<file path="src/rtl/core/qsp_pkg.sv">
`timescale 1ns / 1ps
// ----------------------------------------------------------------------------
// qsp_pkg: shared definitions for the quarter-square primality test core
// Holds the candidate width, the payload types and the start-up constants
// of the residue walk.
// ----------------------------------------------------------------------------
package qsp_pkg;

  localparam int unsigned CandBits = 16;

  typedef logic [CandBits-1:0] cand_t;

  // Walk starts at d = 3, where floor(d*d/4) = 2 and the step floor((d+1)/2) = 2.
  localparam cand_t FirstD    = cand_t'(3);
  localparam cand_t FirstRes  = cand_t'(2);
  localparam cand_t FirstHalf = cand_t'(2);
  localparam cand_t SmallestOdd = cand_t'(3);
  localparam cand_t OnlyEven    = cand_t'(2);

endpackage

</file>
<file path="src/rtl/core/qsp_cand_if.sv">
`timescale 1ns / 1ps
// ----------------------------------------------------------------------------
// qsp_cand_if: candidate channel
// Valid/ready channel that carries one candidate word.
// ----------------------------------------------------------------------------
interface qsp_cand_if
  import qsp_pkg::*;
  ();
  logic  valid;
  logic  ready;
  cand_t candidate;

  modport source (output valid, output candidate, input ready);
  modport sink   (input valid, input candidate, output ready);
endinterface

</file>
<file path="src/rtl/core/qsp_res_if.sv">
`timescale 1ns / 1ps
// ----------------------------------------------------------------------------
// qsp_res_if: result channel
// Valid/ready channel that carries one primality verdict word.
// ----------------------------------------------------------------------------
interface qsp_res_if;
  logic valid;
  logic ready;
  logic is_prime;

  modport source (output valid, output is_prime, input ready);
  modport sink   (input valid, input is_prime, output ready);
endinterface

</file>
<file path="src/rtl/core/quarter_square_primality_test_core.sv">
`timescale 1ns / 1ps
// ----------------------------------------------------------------------------
// quarter_square_primality_test_core: sequential primality tester
// Decides whether a candidate is prime by a search over quarter squares,
// one step of a shared add/compare/subtract unit per clock.
// ----------------------------------------------------------------------------
//
//  Channel   Direction  Payload            Handshake
//  -------   ---------  -----------------  -----------------------
//  cand_i    in         candidate [15:0]   valid/ready, sink
//  res_o     out        is_prime  [0]      valid/ready, source
//
// A candidate word is taken only while the sequencer is idle. Zero, one, two,
// three and even values go straight to the hold state. An odd candidate n of
// five or more walks d = 3 .. n-1 at one step per cycle, stopping at a hit.
// Reset clears the sequencer and the output valid flag; no data is cleared.
// A stalled result word is held in the output register while the next
// candidate is taken and tested; a finished verdict waits only if the
// previous one has still not been taken.
//
// The test: with d = n - j, (d*d + 3 + (j mod 2)) / 4 rounded down equals
// floor(d*d/4) + 1 for odd n, so a hit means floor(d*d/4) is a multiple of
// n. The residue r = floor(d*d/4) mod n grows by floor((d+1)/2) from one d to
// the next, which is always below n, so one conditional subtraction keeps r
// reduced. Walking d upwards rather than downwards gives the same verdict,
// since only whether any hit exists matters.
// ----------------------------------------------------------------------------
module quarter_square_primality_test_core
  import qsp_pkg::*;
(
  input  logic         clk_i,
  input  logic         rst_ni,
  qsp_cand_if.sink     cand_i,
  qsp_res_if.source    res_o
);

  localparam logic [1:0] StIdle = 2'd0;
  localparam logic [1:0] StRun  = 2'd1;
  localparam logic [1:0] StHold = 2'd2;

  logic [1:0] state_q, state_d;

  // Working registers of the walk.
  cand_t n_q, n_d;        // candidate under test
  cand_t d_q, d_d;        // current d
  cand_t r_q, r_d;        // floor(d*d/4) mod n
  cand_t h_q, h_d;        // floor((d+1)/2), the increment to the next d
  logic  verdict_q, verdict_d;

  logic  out_valid_q, out_valid_d;
  logic  out_prime_q, out_prime_d;

  // Shared unit: one add, one compare, one subtract. The subtraction is
  // only used when the sum is at least n, so its low bits are exact.
  logic [CandBits:0]   sum;
  logic [CandBits-1:0] diff;
  logic                wrap;

  assign sum  = {1'b0, r_q} + {1'b0, h_q};
  assign diff = sum[CandBits-1:0] - n_q;
  assign wrap = (sum >= {1'b0, n_q});

  logic in_take;
  logic out_free;

  assign cand_i.ready = (state_q == StIdle);
  assign in_take      = cand_i.valid && cand_i.ready;
  assign out_free     = !out_valid_q || res_o.ready;

  always_comb begin
    state_d     = state_q;
    n_d         = n_q;
    d_d         = d_q;
    r_d         = r_q;
    h_d         = h_q;
    verdict_d   = verdict_q;
    out_valid_d = out_valid_q;
    out_prime_d = out_prime_q;

    if (out_valid_q && res_o.ready) begin
      out_valid_d = 1'b0;
    end

    unique case (state_q)
      StIdle: begin
        if (in_take) begin
          n_d = cand_i.candidate;
          d_d = FirstD;
          r_d = FirstRes;
          h_d = FirstHalf;
          if (cand_i.candidate == OnlyEven || cand_i.candidate == SmallestOdd) begin
            // Both have an empty search range.
            verdict_d = 1'b1;
            state_d   = StHold;
          end else if (cand_i.candidate < OnlyEven || !cand_i.candidate[0]) begin
            verdict_d = 1'b0;
            state_d   = StHold;
          end else begin
            state_d = StRun;
          end
        end
      end
      StRun: begin
        if (r_q == '0) begin
          verdict_d = 1'b0;
          state_d   = StHold;
        end else if (d_q == n_q - cand_t'(1)) begin
          verdict_d = 1'b1;
          state_d   = StHold;
        end else begin
          r_d = wrap ? diff : sum[CandBits-1:0];
          d_d = d_q + cand_t'(1);
          h_d = h_q + cand_t'(!d_q[0]);
        end
      end
      StHold: begin
        if (out_free) begin
          out_valid_d = 1'b1;
          out_prime_d = verdict_q;
          state_d     = StIdle;
        end
      end
      default: begin
        state_d = StIdle;
      end
    endcase
  end

  always_ff @(posedge clk_i or negedge rst_ni) begin
    if (!rst_ni) begin
      state_q     <= StIdle;
      out_valid_q <= 1'b0;
    end else begin
      state_q     <= state_d;
      out_valid_q <= out_valid_d;
    end
  end

  always_ff @(posedge clk_i) begin
    n_q         <= n_d;
    d_q         <= d_d;
    r_q         <= r_d;
    h_q         <= h_d;
    verdict_q   <= verdict_d;
    out_prime_q <= out_prime_d;
  end

  assign res_o.valid    = out_valid_q;
  assign res_o.is_prime = out_prime_q;

endmodule
</file>
<file path="src/flat_wrapper.sv">
// flat-port wrapper written by rule: the top's interface ports become plain ports
module quarter_square_primality_test_core_flat import qsp_pkg::*;
  (clk_i, rst_ni, cand_i_valid, cand_i_candidate, cand_i_ready, res_o_valid, res_o_is_prime, res_o_ready);
  qsp_cand_if cand_i_i ();
  qsp_res_if res_o_i ();
  input  logic clk_i;
  input  logic rst_ni;
  input wire logic [$bits(cand_i_i.valid)-1:0] cand_i_valid;
  input wire logic [$bits(cand_i_i.candidate)-1:0] cand_i_candidate;
  output wire logic [$bits(cand_i_i.ready)-1:0] cand_i_ready;
  output wire logic [$bits(res_o_i.valid)-1:0] res_o_valid;
  output wire logic [$bits(res_o_i.is_prime)-1:0] res_o_is_prime;
  input wire logic [$bits(res_o_i.ready)-1:0] res_o_ready;
  assign cand_i_i.valid = cand_i_valid;
  assign cand_i_i.candidate = cand_i_candidate;
  assign cand_i_ready = cand_i_i.ready;
  assign res_o_valid = res_o_i.valid;
  assign res_o_is_prime = res_o_i.is_prime;
  assign res_o_i.ready = res_o_ready;
  quarter_square_primality_test_core u_core (.clk_i(clk_i), .rst_ni(rst_ni), .cand_i(cand_i_i), .res_o(res_o_i));
endmodule
</file>
<file path="config.mk">
export PLATFORM = sky130hd
export DESIGN_NAME = quarter_square_primality_test_core_flat
export DESIGN_NICKNAME = d
export VERILOG_FILES = /design/src/rtl/core/qsp_pkg.sv /design/src/rtl/core/qsp_cand_if.sv /design/src/rtl/core/qsp_res_if.sv /design/src/rtl/core/quarter_square_primality_test_core.sv /design/src/flat_wrapper.sv
export SDC_FILE = /design/constraint.sdc
export NUM_CORES = 1
export LEC_CHECK = 0
export BUFFER_PORTS_ARGS = -buffer_cell sky130_fd_sc_hd__buf_2
export CORE_ASPECT_RATIO = 0.8
export CORE_MARGIN = 8
export CORE_UTILIZATION = 67
export DETAILED_ROUTE_END_ITERATION = 8
export PLACE_DENSITY = 0.9
export SLEW_MARGIN = 10
export SYNTH_ARGS = -nofsm -noshare
export SYNTH_HDL_FRONTEND = slang
export SYNTH_SLANG_ARGS = --single-unit
</file>
<file path="constraint.sdc">
create_clock -name clk_i -period 7.9 [get_ports clk_i]
set_clock_uncertainty 0.05 [all_clocks]
set_input_delay 0.395 -clock clk_i [delete_from_list [all_inputs] [get_ports clk_i]]
set_output_delay 0.395 -clock clk_i [all_outputs]
set_load 0.005 [all_outputs]
</file>
==> results.rst <==
.. list-table::
   :header-rows: 1

   * - Metric
     - Value
   * - Share of flip-flops with an asynchronous set or reset
     - 0.0435
   * - Transition at the pin with the smallest max-transition slack
     - 1.15 ns
   * - CP Launch Type
     - register
   * - Syn_nets
     - 622
   * - Startpoint of the worst register-to-register path
     - u_core.h_q[0]
   * - Maximum number of pins on one net before global-route repair
     - 49
   * - FF-to-FF End
     - u_core.r_q[9]
   * - Average wire per standard cell
     - 19.0 um
   * - Status
     - complete, no violations
   * - Unrepaired setup endpoints after global routing
     - false
   * - Buffer and inverter count on the worst path
     - 0
   * - Maximum count of clock buffers along a single path
     - 2
   * - FF-to-FF path depth
     - 13
   * - EDFF count, synth
     - 66
   * - Area of the mapped netlist
     - 5280 um2
   * - Max-cap viol count
     - 0
   * - Number of cell rows
     - 29
   * - CP Max Fanout
     - 14
   * - Total global routing overflow
     - 0
   * - # setup viols final
     - 0
   * - Number of hold buffers added after cts
     - 1
   * - Top Family by Delay on Critical Path
     - compound AO/OA/AOI/OAI gates
   * - Most frequent cell on the critical path
     - sky130_fd_sc_hd__ha_1
   * - Fmax
     - 0.202 GHz
   * - Global-route total usage across every layer
     - 0.259
   * - Vert. Die Dim
     - 95.4 um
   * - Top FF cell, synth
     - sky130_fd_sc_hd__edfxtp_1
   * - Final number of hold-violating endpoints
     - 0
   * - Crit Path Class
     - register to register
   * - Sum of negative setup slack
     - 0 ns
   * - DP Cell Count
     - 678
   * - Number of distinct library cell variants in the gate-level netlist after synthesis
     - 67
   * - Number of non-filler instances in the completed layout
     - 695
   * - Leading cell types in the layout, fill and taps excluded
     - sky130_fd_sc_hd__edfxtp_1 (66), sky130_fd_sc_hd__nor2_1 (56), sky130_fd_sc_hd__a21oi_1 (39)
   * - Violation count after the first detailed-route iteration
     - 531
   * - Clk slew on worst S/H paths
     - 0.08 ns
   * - Core area
     - 7800 um2
   * - Number of global-route vias before repair
     - 4,371
   * - H-Tree Level Count
     - 3
   * - Half-perimeter wire length after detailed placement
     - 9.98 mm
   * - Final Cycle Share
     - 0.627
   * - #FFs+latches synth
     - 69
   * - Post-route core utilization
     - 0.726
   * - Number of antenna violations at the first check in global routing
     - 0
   * - Post-CTS setup buffer count
     - 0
   * - Count of pins on the block boundary
     - 23
   * - Number of gates given a new drive strength after cts
     - 0
   * - Total Die Area
     - 11,000 um2
   * - Per-instance average area after synthesis
     - 9.36 um2
   * - Data required time of the critical path
     - 8.02 ns
   * - Capturing element type of the critical path
     - register
   * - Minimum setup slack among reg-to-reg paths
     - 2.94 ns
   * - Initial core utilization
     - 0.677
   * - Detailed-router iteration count before antenna repair
     - 6
   * - Ratio of cells with drive above 1 in the final layout
     - 0.0869
   * - Total wirelength of the detailed-routed design
     - 13.2 mm
   * - Clock latency at the later pin of the worst-skew pair
     - 0.35 ns
   * - Port Buffer Count
     - 22
   * - Fraction of the yosys area taken by sequential cells
     - 0.390
   * - Ordered cell list for the critical path
     - ha_1 -> fa_1 -> a21o_1 -> a221o_1 -> a311oi_1 -> or2_2 -> o311ai_0 -> ha_1 -> nand3_1 -> nor4_1 -> a311o_1 -> o21ai_0 -> a21oi_1
   * - CP Data Arrival Time
     - 5.08 ns
   * - Final nets
     - 640
   * - Placer's final routability congestion estimate
     - 0.976
   * - Highest-delay cell along the critical path
     - sky130_fd_sc_hd__nor4_1
   * - Startpoint of the tightest hold check path
     - cand_i_candidate[5]
   * - Most common library cell in the layout ignoring fill and taps
     - sky130_fd_sc_hd__edfxtp_1
   * - First-pass GRT wire length
     - 22.4 mm
   * - Min-Delay Endpoint
     - u_core.n_q[5]
   * - Final max-slew violation count
     - 0
   * - Area delta synth->final
     - 7.30%
   * - Maximum cell stage delay along the critical path
     - 0.60 ns
   * - Clock tree from TritonCTS
     - built
   * - Diode count
     - 0
   * - Hold Path Depth
     - 1
   * - Classification of the worst-slack hold path
     - input pin to register
   * - Antenna Nets Post-Route
     - 0
   * - Vias after detailed routing
     - 4,553
   * - Worst slew slack as a fraction of its limit
     - 0.231
   * - Period minus WS final
     - 4.96 ns
   * - Number of DRC violations after detailed routing
     - 0
   * - Cell at the root of the clock tree
     - sky130_fd_sc_hd__clkbuf_8
   * - Synth warnings
     - 0
   * - Number of standard cells after synthesis
     - 564
   * - Vias/cell
     - 6.55
   * - Die extent in x
     - 115 um
   * - CTS Sinks
     - 69
   * - CTS buffer count
     - 9
[worst reg2reg max path, delay by kind of cell, from the launching register on]
family | cells | cell delay [ns]
AO/OA/AOI/OAI | 7 | 2.17
adder cells (fa/ha/maj) | 3 | 1.20
flip-flops | 1 | 0.41
AND/OR/NAND/NOR | 3 | 0.97
[cells by family after synthesis]
logic type / synth area share
muxes: 0.00759
DFF: 0.390
AOI/OAI and AO/OA: 0.163
xor gates and xnor gates: 0.106
buffers and inverters: 0.0358
and+or+nand+nor: 0.205
adders and majority gates: 0.0929
[stage by stage]
step / area, um2 / setup WS [ns] / hold slack [ns]
2_1_floorplan: 5280 / 3.80 / 0.0494
3_3_place_gp: 5460 / 3.37 / 0.137
3_5_place_dp: 5460 / 3.13 / 0.143
4_1_cts: 5660 / 3.11 / 0.173
5_1_grt: 5660 / 2.66 / 0.176
6_report: 5660 / 2.94 / 0.183
[how the worst max path moves through the flow]
| stage | start | endpoint | slack [ns] | depth (start not counted) |
|---|---|---|---|---|
| floorplan | u_core.h_q[0] | u_core.r_q[7] | 3.80 | 15 |
| global placement | u_core.h_q[0] | u_core.r_q[0] | 3.37 | 15 |
| detailed placement | u_core.h_q[0] | u_core.r_q[2] | 3.13 | 15 |
| CTS | u_core.h_q[0] | u_core.r_q[2] | 3.11 | 15 |
| global route | u_core.h_q[0] | u_core.r_q[6] | 2.66 | 13 |
| finish | u_core.h_q[0] | u_core.r_q[9] | 2.94 | 13 |
[final cells by class]
| class | instances | area, um2 |
|---|---|---|
| fillers | 541 | 2140 |
| well taps | 108 | 135 |
| clock buffers | 10 | 128 |
| repair buffers | 25 | 135 |
| clock inverters | 6 | 65.1 |
| inverters | 29 | 109 |
| flip-flops and latches | 69 | 2060 |
| multi-input cells | 448 | 3040 |
[metal layers]
layer	routed length, um	up-vias	GRT usage	part of all wire
li1	-	2125	-	-
met1	5850	2159	0.363	0.44
met2	5920	243	0.406	0.45
met3	1240	26	0.0532	0.094
met4	214	0	0.0589	0.016
met5	0	-	0	0
[cell usage after synthesis (3+ instances only)]
library cell | count | area share
sky130_fd_sc_hd__a211o_1 | 3 | 0.0050
sky130_fd_sc_hd__o21ai_0 | 30 | 0.028
sky130_fd_sc_hd__a2111oi_0 | 3 | 0.0050
sky130_fd_sc_hd__nor2_1 | 56 | 0.040
sky130_fd_sc_hd__buf_2 | 3 | 0.0028
sky130_fd_sc_hd__a211oi_1 | 7 | 0.010
sky130_fd_sc_hd__and2_1 | 6 | 0.0071
sky130_fd_sc_hd__a21o_1 | 6 | 0.0085
sky130_fd_sc_hd__xor2_1 | 32 | 0.053
sky130_fd_sc_hd__nor2b_1 | 9 | 0.011
sky130_fd_sc_hd__clkbuf_1 | 13 | 0.0092
sky130_fd_sc_hd__ha_1 | 36 | 0.085
sky130_fd_sc_hd__nand3_1 | 30 | 0.028
sky130_fd_sc_hd__nor3_1 | 12 | 0.011
sky130_fd_sc_hd__xnor2_1 | 32 | 0.053
sky130_fd_sc_hd__mux2i_1 | 4 | 0.0076
sky130_fd_sc_hd__inv_1 | 29 | 0.021
sky130_fd_sc_hd__nand2_1 | 35 | 0.025
sky130_fd_sc_hd__or3_1 | 5 | 0.0059
sky130_fd_sc_hd__nand4_1 | 7 | 0.0083
sky130_fd_sc_hd__nor4_1 | 13 | 0.015
sky130_fd_sc_hd__o21a_1 | 6 | 0.0085
sky130_fd_sc_hd__and3_1 | 11 | 0.013
sky130_fd_sc_hd__nand2b_1 | 8 | 0.0095
sky130_fd_sc_hd__a31oi_1 | 4 | 0.0047
sky130_fd_sc_hd__a21oi_1 | 39 | 0.037
sky130_fd_sc_hd__edfxtp_1 | 66 | 0.38
sky130_fd_sc_hd__o211ai_1 | 4 | 0.0057
sky130_fd_sc_hd__dfrtp_1 | 3 | 0.014
[registers in the layout, summed over array words and instances, names as in the netlist]
register,cells
u_core.d_q,16
u_core.h_q,16
u_core.n_q,16
u_core.r_q,16
u_core.res_o.is_prime,1
u_core.res_o.valid,1
u_core.state_q,2
u_core.verdict_q,1
Power is not shown: default switching activity piles up to over one toggle a cycle in this logic, so the estimate is an artifact.
